[src/design/cdd_pkg.sv]
// Shared types, constants and calendar helpers for the date decrementer.
// No dependencies; used by cdd_step and calendar_date_decrementer.
`timescale 1ns / 1ps

package cdd_pkg;

  localparam int unsigned MONTHS_PER_YEAR = 12;
  localparam int unsigned DAYS_PER_WEEK   = 7;
  localparam int unsigned RED_STEPS       = 6;   // 400 << 5 .. 400 << 0

  localparam logic [2:0] MODE_DAYS       = 3'd0;
  localparam logic [2:0] MODE_WEEKS      = 3'd1;
  localparam logic [2:0] MODE_MONTHS     = 3'd2;
  localparam logic [2:0] MODE_YEARS      = 3'd3;
  localparam logic [2:0] MODE_FAST_YEARS = 3'd4;

  typedef struct packed {
    logic [4:0]  day_in;
    logic [3:0]  month_in;
    logic [13:0] year_in;
    logic [2:0]  mode;
    logic [15:0] count;
  } cdd_req_t;

  typedef struct packed {
    logic [4:0]  day_out;
    logic [3:0]  month_out;
    logic [13:0] year_out;
    logic        underflow;
  } cdd_rsp_t;

  // working date; yrem tracks year mod 400
  typedef struct packed {
    logic [4:0]  day;
    logic [3:0]  month;
    logic [13:0] year;
    logic [8:0]  yrem;
  } cdd_date_t;

  typedef enum logic [1:0] {
    OP_NONE,
    OP_DAY,
    OP_MONTH,
    OP_YEAR
  } cdd_op_t;

  typedef enum logic [2:0] {
    ST_IDLE,
    ST_REDUCE,
    ST_CLAMP,
    ST_RUN,
    ST_DONE
  } cdd_state_t;

  function automatic logic is_leap(input logic [8:0] yrem);
    is_leap = (yrem[1:0] == 2'd0) && (yrem != 9'd100) && (yrem != 9'd200) &&
              (yrem != 9'd300);
  endfunction

  function automatic logic [8:0] rem_dec(input logic [8:0] yrem);
    rem_dec = (yrem == 9'd0) ? 9'd399 : yrem - 9'd1;
  endfunction

  function automatic logic [4:0] days_in(input logic [3:0] month, input logic leap);
    case (month)
      4'd2:                      days_in = leap ? 5'd29 : 5'd28;
      4'd4, 4'd6, 4'd9, 4'd11:   days_in = 5'd30;
      default:                   days_in = 5'd31;
    endcase
  endfunction

  // 400 shifted for the mod-400 reduction, one compare/subtract per cycle
  function automatic logic [13:0] red_const(input logic [2:0] k);
    red_const = 14'(14'd400 << k);
  endfunction

endpackage

[src/design/calendar_date_decrementer.sv]
// Gregorian date decrementer: top level with sequencer around cdd_step.
// Depends on cdd_pkg and cdd_step.
// Sequence: reduce the year mod 400, clamp the day, then run S elementary steps, S =
//   count, 7*count, count, 12*count or 2*count for modes 0..4 (fewer on underflow);
//   year 0 and modes 5..7 skip them. A new request waits until the response is taken.
// Reset (rst, synchronous) returns the sequencer to idle and drops rsp_valid.
`timescale 1ns / 1ps

module calendar_date_decrementer (
  input  logic              clk,
  input  logic              rst,
  input  logic              req_valid,
  output logic              req_ready,
  input  cdd_pkg::cdd_req_t req,
  output logic              rsp_valid,
  input  logic              rsp_ready,
  output cdd_pkg::cdd_rsp_t rsp
);
  import cdd_pkg::*;

  cdd_state_t  state, state_next;
  cdd_date_t   date;
  cdd_date_t   step_date;
  logic        step_ok;
  cdd_op_t     op;
  logic [13:0] rem;
  logic [2:0]  red_k;
  logic [15:0] units;
  logic [3:0]  sub_idx;
  logic [3:0]  sub_last;
  logic [2:0]  mode;
  logic        uf;
  logic        fail;
  logic [4:0]  lim;

  cdd_step u_step (
    .op  (op),
    .cur (date),
    .nxt (step_date),
    .ok  (step_ok)
  );

  always_comb begin
    case (mode)
      MODE_WEEKS:      sub_last = 4'(DAYS_PER_WEEK - 1);
      MODE_YEARS:      sub_last = 4'(MONTHS_PER_YEAR - 1);
      MODE_FAST_YEARS: sub_last = 4'd1;
      default:         sub_last = 4'd0;
    endcase
  end

  // fast year: phase 0 steps back a day if the previous year is leap, phase 1 drops the year
  always_comb begin
    case (mode)
      MODE_DAYS, MODE_WEEKS:   op = OP_DAY;
      MODE_MONTHS, MODE_YEARS: op = OP_MONTH;
      MODE_FAST_YEARS: begin
        if (sub_idx == 4'd0) begin
          op = is_leap(rem_dec(date.yrem)) ? OP_DAY : OP_NONE;
        end else begin
          op = OP_YEAR;
        end
      end
      default:                 op = OP_NONE;
    endcase
  end

  assign fail = ((mode == MODE_FAST_YEARS) && (sub_idx == 4'd0) && (date.year <= 14'd1)) ||
                !step_ok;
  assign lim  = days_in(date.month, is_leap(date.yrem));

  // next state
  always_comb begin
    state_next = state;
    case (state)
      ST_IDLE: begin
        if (req_valid) begin
          state_next = ST_REDUCE;
        end
      end
      ST_REDUCE: begin
        if (red_k == 3'd0) begin
          state_next = ST_CLAMP;
        end
      end
      ST_CLAMP: begin
        if ((date.year == 14'd0) || (mode > MODE_FAST_YEARS)) begin
          state_next = ST_DONE;
        end else begin
          state_next = ST_RUN;
        end
      end
      ST_RUN: begin
        if ((units == 16'd0) || fail) begin
          state_next = ST_DONE;
        end
      end
      ST_DONE: begin
        if (rsp_ready) begin
          state_next = ST_IDLE;
        end
      end
      default: state_next = ST_IDLE;
    endcase
  end

  // handshake outputs
  always_comb begin
    req_ready     = (state == ST_IDLE);
    rsp_valid     = (state == ST_DONE);
    rsp.day_out   = date.day;
    rsp.month_out = date.month;
    rsp.year_out  = date.year;
    rsp.underflow = uf;
  end

  always_ff @(posedge clk) begin
    if (rst) begin
      state <= ST_IDLE;
    end else begin
      state <= state_next;
    end
  end

  // datapath
  always_ff @(posedge clk) begin
    case (state)
      ST_IDLE: begin
        if (req_valid) begin
          date.day   <= (req.day_in == 5'd0) ? 5'd1 : req.day_in;
          date.month <= (req.month_in == 4'd0) ? 4'd1 :
                        (req.month_in > 4'(MONTHS_PER_YEAR)) ? 4'(MONTHS_PER_YEAR) :
                        req.month_in;
          date.year  <= req.year_in;
          rem        <= req.year_in;
          red_k      <= 3'(RED_STEPS - 1);
          mode       <= req.mode;
          units      <= req.count;
          sub_idx    <= 4'd0;
          uf         <= 1'b0;
        end
      end
      ST_REDUCE: begin
        if (rem >= red_const(red_k)) begin
          rem <= rem - red_const(red_k);
        end
        red_k <= red_k - 3'd1;
        if (red_k == 3'd0) begin
          date.yrem <= (rem >= red_const(red_k)) ? 9'(rem - red_const(red_k)) : rem[8:0];
        end
      end
      ST_CLAMP: begin
        if (date.day > lim) begin
          date.day <= lim;
        end
        if (date.year == 14'd0) begin
          uf <= 1'b1;
        end
      end
      ST_RUN: begin
        if (units != 16'd0) begin
          if (fail) begin
            uf <= 1'b1;
          end else begin
            date <= step_date;
            if (sub_idx == sub_last) begin
              sub_idx <= 4'd0;
              units   <= units - 16'd1;
            end else begin
              sub_idx <= sub_idx + 4'd1;
            end
          end
        end
      end
      default: begin
        date <= date;
      end
    endcase
  end

endmodule

[src/design/cdd_step.sv]
// One elementary calendar step: day back, month back or year back with clamp.
// Depends on cdd_pkg. Purely combinational; the sequencer registers the result.
`timescale 1ns / 1ps

module cdd_step (
  input  cdd_pkg::cdd_op_t   op,
  input  cdd_pkg::cdd_date_t cur,
  output cdd_pkg::cdd_date_t nxt,
  output logic               ok
);
  import cdd_pkg::*;

  logic [8:0]  rem_m1;
  logic [13:0] year_m1;
  logic [3:0]  mon_t;
  logic [4:0]  lim;

  assign rem_m1  = rem_dec(cur.yrem);
  assign year_m1 = cur.year - 14'd1;

  always_comb begin
    nxt   = cur;
    ok    = 1'b1;
    mon_t = cur.month;
    lim   = 5'd31;
    case (op)
      OP_DAY: begin
        if (cur.day > 5'd1) begin
          nxt.day = cur.day - 5'd1;
        end else if (cur.month > 4'd1) begin
          mon_t     = cur.month - 4'd1;
          nxt.month = mon_t;
          nxt.day   = days_in(mon_t, is_leap(cur.yrem));
        end else if (cur.year <= 14'd1) begin
          ok = 1'b0;
        end else begin
          nxt.year  = year_m1;
          nxt.yrem  = rem_m1;
          nxt.month = 4'(MONTHS_PER_YEAR);
          nxt.day   = 5'd31;
        end
      end
      OP_MONTH: begin
        if (cur.month > 4'd1) begin
          nxt.month = cur.month - 4'd1;
          lim       = days_in(nxt.month, is_leap(cur.yrem));
        end else if (cur.year <= 14'd1) begin
          ok = 1'b0;
        end else begin
          nxt.year  = year_m1;
          nxt.yrem  = rem_m1;
          nxt.month = 4'(MONTHS_PER_YEAR);
          lim       = 5'd31;
        end
        if (ok && (cur.day > lim)) begin
          nxt.day = lim;
        end
      end
      OP_YEAR: begin
        nxt.year = year_m1;
        nxt.yrem = rem_m1;
        lim      = days_in(cur.month, is_leap(rem_m1));
        if (cur.day > lim) begin
          nxt.day = lim;
        end
      end
      default: begin
        nxt = cur;
      end
    endcase
  end

endmodule
[config.mk]
export PLATFORM = sky130hd
export DESIGN_NAME = calendar_date_decrementer
export DESIGN_NICKNAME = d
export VERILOG_FILES = /design/src/design/cdd_pkg.sv /design/src/design/calendar_date_decrementer.sv /design/src/design/cdd_step.sv
export SDC_FILE = /design/constraint.sdc
export NUM_CORES = 1
export LEC_CHECK = 0
export ABC_AREA = 1
export BUFFER_PORTS_ARGS = -buffer_cell sky130_fd_sc_hd__buf_2
export CAP_MARGIN = 10
export CORE_MARGIN = 2
export CORE_UTILIZATION = 60
export CTS_BUF_LIST = sky130_fd_sc_hd__clkbuf_4 sky130_fd_sc_hd__clkbuf_8 sky130_fd_sc_hd__clkbuf_16
export DETAILED_ROUTE_END_ITERATION = 10
export PLACE_DENSITY_LB_ADDON = 0.2
export SLEW_MARGIN = 20
export SYNTH_ARGS = -nofsm -noshare
export SYNTH_HDL_FRONTEND = slang
export SYNTH_SLANG_ARGS = --single-unit
[constraint.sdc]
create_clock -name clk -period 4.8 [get_ports clk]
set_clock_uncertainty 0.05 [all_clocks]
set_input_delay 1.2 -clock clk [delete_from_list [all_inputs] [get_ports clk]]
set_output_delay 1.2 -clock clk [all_outputs]
set_load 0.1 [all_outputs]
## Word-level counts from Yosys, hierarchy flattened

Cells that the tools add are included.

| word-level totals | value |
|---|---|
| register bits after elaboration | 76 |
| latch bits | 0 |
| bits in writable memories | 0 |
| ROM bits | 0 |
| input port bits | 46 |
| output and inout port bits | 26 |
| memories | 0 |

| cells by class | value |
|---|---|
| add/subtract/negate cells | 8 |
| multipliers | 0 |
| divide/modulo/power cells | 0 |
| $lt $le $gt $ge | 9 |
| equal/unequal tests | 51 |
| shifts and indexed selects | 1 |
| muxes and demuxes | 72 |
| bitwise operators | 0 |
| reductions and logical operators | 44 |

Operators with widths:

| kind | count |
|---|---|
| two-way mux 32 bit | 6 |
| two-way mux 23 bit | 3 |
| case mux 23 bit (3 select lines) | 1 |
| two-way mux 16 bit | 4 |
| two-way mux 27 bit | 2 |
| two-way mux 5 bit | 8 |
| two-way mux 9 bit | 4 |
| case mux 18 bit (2 select lines) | 1 |
| case mux 16 bit (2 select lines) | 1 |
| case mux 5 bit (2 select lines) | 3 |
| case mux 5 bit (3 select lines) | 2 |
| two-way mux 14 bit | 2 |
| two-way mux 4 bit | 7 |
| case mux 14 bit (2 select lines) | 1 |
| inequality test 2 bit, second input constant | 10 |
| AND reduction 10 bit | 2 |
| two-way mux 3 bit | 6 |
| inequality test 9 x 7 -> 1 bit, second input constant | 2 |
| inequality test 9 x 8 -> 1 bit, second input constant | 2 |
| inequality test 9 bit, second input constant | 2 |
| case mux 9 bit (2 select lines) | 1 |
| equality test 4 x 3 -> 1 bit, second input constant | 4 |
| equality test 4 bit, second input constant | 4 |
| logical NOT 16 bit | 1 |
| other kinds (59) | 106 |

## Depth between registers and ports, before layout

Gate-level depths: netlist of the first run.

| logic depth | value |
|---|---|
| word-level depth | 18 |
| gate-level depth with buffers | 24 |
| depth with buffers taken out | 24 |

## Hierarchy

Synthesis of the first run repeated with hierarchy kept, for this count alone.

| unflattened totals | value |
|---|---|
| cell total of the unflattened synthesis | 1074 |
| area total of the unflattened synthesis | 7332.0 sq um |

By module, submodules not included:

| module | instances | cells each | area an instance (sq um) | sequential area each (sq um) |
|---|---|---|---|---|
| calendar_date_decrementer | 1 | 661 | 5153.7 | 2252.2 |
| cdd_step | 1 | 413 | 2178.3 | 0.0 |

## Worst setup path before layout of the first run

No wires, ideal clock.

| timing path | value |
|---|---|
| path kind | register to register |
| start point | reg state[2] |
| end point | reg date (netlist bit rsp[10]) (enable) |
| library setup time | 0.421 ns |
| arrival | 4.645 ns |
| required time | 4.329 ns |
| slack | -0.316 ns |
| stages on the path, launching flop included | 6 |
| buffers on the path | 0 |
| cell sequence | dfxtp_1 nor3_1 inv_1 nand2_1 o21ai_0 nor4_1 |

| on the way | value |
|---|---|
| longest elaborated chain between the ends | 3 |
| elaborated cells between the ends (all ways) | 13 |
| those cells by class | 10 x eq/ne; 3 x reduce/logical |

Ends and longest elaborated chain:

| element | RTL line | source |
|---|---|---|
| start: declaration | calendar_date_decrementer.sv:21 | `cdd_state_t state, state_next;` |
| start signal: assignment | calendar_date_decrementer.sv:121 | `state <= state_next;` |
| logical NOT 3 bit (*) | -- |  |
| via req_ready | calendar_date_decrementer.sv:13 | `output logic req_ready,` |
| inequality test 2 bit (no line) or nonzero test 2 bit (tied branches) | -- |  |
| AND reduction 10 bit (no line) (*) | -- |  |
| end signal: assignment | calendar_date_decrementer.sv:165 | `date <= step_date;` |
| end signal: assignment | calendar_date_decrementer.sv:176 | `date <= date;` |
| end: declaration | calendar_date_decrementer.sv:22 | `cdd_date_t date;` |

The timed path passes the listed nets; every way through them passes the cells marked *.
A chain may end at the register's enable or synchronous reset.

## Final worst setup path of the first run

| timing path | value |
|---|---|
| start point | reg date[0] (netlist name) |
| end point | reg date (netlist bit rsp[23]) (enable) |

| on the way | value |
|---|---|
| longest elaborated chain between the ends | 15 |
| elaborated cells between the ends (all ways) | 45 |
| those cells by class | 1 x add/sub; 3 x order compare; 15 x eq/ne; 13 x mux; 13 x reduce/logical |

Ends and longest elaborated chain:

| element | RTL line | source |
|---|---|---|
| subtractor 9 x 1 -> 9 bit or logical NOT 9 bit (tied branches) | cdd_pkg.sv:61 | `rem_dec = (yrem == 9'd0) ? 9'd399 : yrem - 9'd1;` |
| two-way mux 9 bit | cdd_pkg.sv:61 |  |
| inequality test 9 x 7 -> 1 bit or logical NOT 2 bit (tied branches) | cdd_pkg.sv:56 | `is_leap = (yrem[1:0] == 2'd0) && (yrem != 9'd100) && (yrem != 9'd200) &&` |
| logical AND 1 bit (3 in series) | cdd_pkg.sv:56 |  |
| two-way mux 1 bit | cdd_pkg.sv:66, calendar_date_decrementer.sv:59 |  |
| two-way mux 2 bit | calendar_date_decrementer.sv:58 | `if (sub_idx == 4'd0) begin` |
| case mux 2 bit (3 select lines) | calendar_date_decrementer.sv:54 | `case (mode)` |
| equality test 2 bit or equality test 2 x 1 -> 1 bit (tied branches) | cdd_step.sv:26 | `case (op)` |
| case mux 1 bit (2 select lines) | cdd_step.sv:26 |  |
| logical NOT 1 bit | calendar_date_decrementer.sv:69 | `!step_ok;` |
| logical OR 1 bit | calendar_date_decrementer.sv:68 | `assign fail = ((mode == MODE_FAST_YEARS) && (sub_idx == 4'd0) && (date.year <= 14'd1)) \|\|` |
| inequality test 2 bit (no line) | -- |  |
| AND reduction 9 bit (no line) (*) | -- |  |

Every way passes the cells marked *; elsewhere a longest branch is shown, timed or not. The select of a mux whose other input is x is not followed.

==> results.toml, run 1 <==
[timing]
tns_ns = 0
finalSetupViolations = 0
rsz0062_at_grt = "no"
min_period_over_period_pct = 79.96
slew_viol_final = 0
slew_headroom_pct = 38.35
min_period_ns = 3.838
hold_viol = 0
clock.fmax_mhz = 260.5
tightest_slew_ns = 0.9234

[synth]
ys.warnings.count = 0
synth.distinct_cells = 49
synthArstFlopShare_pct = 0
ys.flop_type = "edfxtp_1"
avgSynthCellArea_um2 = 7.713
synth_edf_count = 73
syn_area_um2 = 5908
ys_ff_latch = 76
synth_cells = 766
synth_fp_nets = 850
ys_seq_area_share_pct = 38.12

[route]
routed-wl-met3_mm = 1.029
wl_met1_mm = 5.937
route.met2.wl_mm = 6.875
drtIter0Drc = 380
avgRoutedWirePerCell_um = 14.94
routed_via_density = 5.625
top_layer_used = "met4"
finalWirelength_mm = 14.22
route.detailed.drc = 0
vias = 5355
ant_nets = 0
dr.pass1.iters = 6

[final_layout]
layout.nets = 898
syn2layout_area_growth_pct = 9.509
final_common_cell = "nand2_1"
most-common-layout-cells = "nand2_1, inv_1, nor2_1, edfxtp_1, buf_2"
layout-drive-gt1-share_pct = 15.38
antenna-diode-count = 0

[clock_tree]
cts.clk_slew.worst_paths_ns = 0.08
ctsResizeCount = 0
cts_made_buffers = 9
cts_tree = "built"
cts_buffer_depth = 2
post_cts_buffers = 0
cts_hold_buf = 0
clk_latency_ns = 0.37
cts_sinks = 76
root_buffer = "clkbuf_8"
htreeDepth = 3

[worst_setup_path]
max_stage_delay_ns = 0.56
crit_start = "date[0]$_DFFE_PP_"
crit_path_cell_trace = "inv_1 -> ha_1 -> nand2_1 -> o21ai_1 -> nand3_1 -> nor2_1 -> nand3_1 -> nand2_1 -> inv_1 -> nand2_2 -> nand2_2 -> a22oi_4 -> inv_2 -> ha_1 -> inv_1 -> nor2_1 -> inv_1 -> nor3_1 -> nor2_1 -> nand3_1 -> nor3_1"
r2r-start = "date[0]$_DFFE_PP_"
path_common_cell = "inv_1"
crit_type = "flop to flop"
cp-end-kind = "flop"
critPathRequiredTime_ns = 4.75
cp_max_fo = 5
startpoint_type = "flop"
cpMaxStageDelayCell = "nor3_1"
cp.arrival_ns = 3.79

[floorplanning]
core-area_um2 = 9684
initial_core_util_pct = 61.01
die_w_um = 103.2
dieArea_um2 = 10660
num_rows = 36
die_y_um = 103.2
io_pins = 72

[worst_hold_path]
min_path_type = "flop to flop"
hold_start = "rem[1]$_DFFE_PP_"

[grt]
grt_pass1_vias = 5064
grt_overflow = 0
grt_max_degree = 59
grt_pass1_wl_mm = 23.07
grt_usage_pct = 27.69
antenna_found_initial = 0

[run_status]
run_status = "complete, no violations"

[placed_design]
io_buffers = 71
gp_congestion = 0.9937
dp_hpwl_mm = 10.92

[run]
max-cap-violations = 0
synth_stat cells, types with 15 or more instances:
master / count / area, µm²
a31oi_1: 15 / 93.84
o21ai_0: 60 / 300.3
nor2_1: 96 / 360.4
xor2_1: 22 / 192.7
nand2_1: 159 / 596.8
nand3_1: 40 / 200.2
edfxtp_1: 73 / 2192
buf_4: 24 / 180.2
nor3_1: 15 / 75.07
ha_1: 38 / 475.5
a21oi_1: 26 / 130.1
inv_1: 97 / 364.1
area by class of cell:
cell class / count / area (µm²)
clock buffers: 13 / 172.7
clock inverters: 3 / 67.56
fillers: 823 / 3214
inverters: 103 / 386.6
multi-input cells: 550 / 3047
flip-flops and latches: 76 / 2252
well taps: 133 / 166.4
repair buffers: 74 / 377.9
per-stage QoR:
stage	worst slack (ns)	hold slack (ns)	instances	utilization [%]	area (µm²)
3_3_place_gp	1.330	0.4679	936	64.33	6230
3_5_place_dp	1.048	0.4756	936	64.33	6230
2_1_floorplan	0.6352	0.4500	766	-	5913
4_1_cts	1.040	0.4949	952	66.81	6470
6_report	0.9618	0.4978	952	66.81	6470
5_1_grt	0.6976	0.5298	952	66.81	6470
logic make-up (layout without fill, tap and decap cells):
group | after synthesis | count (layout) | synth area share (%)
and+or+nand+nor | 354 | 354 | 26.49
AOI/OAI and AO/OA | 128 | 128 | 12.39
DFF | 76 | 76 | 38.12
adders and majority gates | 38 | 38 | 8.048
xor gates and xnor gates | 30 | 30 | 4.447
buffers and inverters | 140 | 193 | 10.50
flip-flops by register name, indices dropped and copies added (netlist names):
name	flops
state	3
units	16
date	9
sub_idx	4
rsp	23
rem	14
mode	3
uf	1
red_k	3
worst max-delay path: cells and delay by family (launching register included):
| family | cells | cell delay [ns] |
|---|---|---|
| AO/OA/AOI/OAI | 2 | 0.28 |
| buffers and inverters | 5 | 0.56 |
| AND/OR/NAND/NOR | 12 | 1.67 |
| flip-flops | 1 | 0.44 |
| adder cells (fa/ha/maj) | 2 | 0.47 |
layer usage:
layer / global-route usage [%] / vias to the layer above
met5: 0 / -
met4: 10.63 / 0
met3: 4.906 / 35
met2: 46.75 / 239
met1: 35.66 / 2446
li1: - / 2635
worst paths after layout:
| path | to | slack (ns) | depth (start not counted) |
|---|---|---|---|
| worst max-delay path | rsp[23]$_DFFE_PP_ | 0.96 | 21 |
| worst min-delay path | date[1]$_DFFE_PP_ | 0.50 | 2 |
| worst max register to register | rsp[23]$_DFFE_PP_ | 0.96 | 21 |
| worst min register to register | date[1]$_DFFE_PP_ | 0.50 | 2 |
Power of run 1 is not shown: default switching activity piles up to over one toggle a cycle in this logic, so the estimate is an artifact.
==> run 2, diff against run 1 <==
- clock period: 4.8 -> 3.8 ns (I/O delays scaled with it)
==> run 2 against run 1 <==
Via count increased by 0.21%. Worst setup slack got worse by 0.62 ns. Worst hold slack got worse by 0.0043 ns. Critical path depth increased by 2. Core utilization increased by 0.59 points. Maximum frequency increased by 11%. Clock-buffer cell count decreased by 4.
==> results.toml, run 2 (synthesis results as in run 1) <==
[clock_tree]
cts_buffer_depth = 2
cts_sinks = 76
cts_made_buffers = 9
cts_tree = "built"
root_buffer = "clkbuf_8"
htreeDepth = 3
clk_latency_ns = 0.37
cts.clk_slew.worst_paths_ns = 0.08
cts_hold_buf = 0

[worst_setup_path]
cpMaxStageDelayCell = "edfxtp_1"
cp.arrival_ns = 3.43
startpoint_type = "flop"
critPathRequiredTime_ns = 3.77
max_stage_delay_ns = 0.43
cp-end-kind = "flop"
worstPathBufferInverterCount = 5
critical-path-top-delay-family = "simple AND/OR/NAND/NOR gates"
crit_type = "flop to flop"
cp_max_fo = 7
crit_path_cell_trace = "inv_2 -> ha_1 -> nand2_1 -> nor2_2 -> nand2_4 -> nand3_1 -> nand2_1 -> nor2_1 -> nand2_1 -> nand2_1 -> inv_1 -> nand2_2 -> nand2_2 -> a22oi_4 -> inv_2 -> ha_1 -> inv_1 -> nor2_1 -> inv_1 -> nor2_1 -> a21oi_1 -> a21oi_1 -> nor2_1"

[floorplanning]
core-area_um2 = 9684
die_w_um = 103.2
num_rows = 36
die_y_um = 103.2
dieArea_um2 = 10660
initial_core_util_pct = 61.01
io_pins = 72

[final_layout]
multi_input_area_um2 = 3072
syn2layout_area_growth_pct = 10.48
layout.area.seq_um2 = 2252
fin_cells = 957
fillers = 805
layout.nets = 903
layout-drive-gt1-share_pct = 16.50
antenna-diode-count = 0
largest_reg_flops = 23
layout.cell_area.non_filler_um2 = 6528
final_common_cell = "nand2_1"
utilization_pct = 67.40
most-common-layout-cells = "nand2_1, inv_1, nor2_1, edfxtp_1, buf_2"

[grt]
grt_overflow = 0
grt_usage_pct = 28.02
antenna_found_initial = 0
grt_pass1_wl_mm = 23.07
grt_pass1_vias = 4960
grt_max_degree = 47

[placed_design]
gp_congestion = 0.9079
io_buffers = 71
placed_area_um2 = 6245
dp_hpwl_mm = 10.91
numPlacedInstances = 938

[timing]
rsz0062_at_grt = "yes"
slew_headroom_pct = 41.43
min_period_over_period_pct = 91.07
min_period_ns = 3.461
hold_viol = 0
finalSetupViolations = 0
clock.fmax_mhz = 288.9
slew_viol_final = 0
tightest_slew_ns = 0.8777
tns_ns = 0

[route]
avgRoutedWirePerCell_um = 14.79
dr.pass1.iters = 5
route.detailed.drc = 0
vias = 5366
drtIter0Drc = 339
finalWirelength_mm = 14.15
ant_nets = 0
routed_via_density = 5.607

[run]
max-cap-violations = 0

[run_status]
run_status = "complete, no violations"

[worst_hold_path]
min_path_type = "flop to flop"
[run 2: cell type report]
| class | instances | area share, % |
|---|---|---|
| inverters | 103 | 5.923 |
| flip-flops and latches | 76 | 34.50 |
| well taps | 133 | 2.549 |
| multi-input cells | 550 | 47.06 |
| clock inverters | 7 | 1.533 |
| clock buffers | 9 | 1.898 |
| repair buffers | 79 | 6.536 |
[run 2: worst min-delay path, stage by stage, from the launching register on]
cell,delay [ns]
edfxtp_1,0.32
nand2_1,0.05
o21ai_0,0.06
[run 2: final timing paths]
kind / from / endpoint / slack (ns) / cells past startpoint
max: date[0]$_DFFE_PP_ / rsp[18]$_DFFE_PP_ / 0.34 / 23
min: rem[1]$_DFFE_PP_ / date[1]$_DFFE_PP_ / 0.49 / 2
max reg2reg: date[0]$_DFFE_PP_ / rsp[18]$_DFFE_PP_ / 0.34 / 23
min reg2reg: rem[1]$_DFFE_PP_ / date[1]$_DFFE_PP_ / 0.49 / 2
[run 2: repair_timing]
item | 4_1_cts | 5_1_grt
resized for setup | 0 | 12
setup endpoints to repair | 0 | 48
setup buffers | 0 | 2
[run 2: per-stage QoR]
step	worst slack [ns]	hold slack, ns
3_3_place_gp	0.3655	0.4893
2_1_floorplan	0.1879	0.4500
4_1_cts	0.1332	0.4985
5_1_grt	-0.04576	0.5407
3_5_place_dp	0.1388	0.4815
6_report	0.3392	0.4935
[run 2: metal layers]
| metal | track usage, % | up-vias | routed length, µm |
|---|---|---|---|
| met3 | 3.696 | 40 | 1073 |
| met1 | 37.05 | 2446 | 5935 |
| li1 | - | 2648 | - |
| met4 | 12.85 | 0 | 434 |
| met2 | 46.10 | 232 | 6711 |
| met5 | 0 | - | 0 |
Power of run 2 is left out for the same reason.
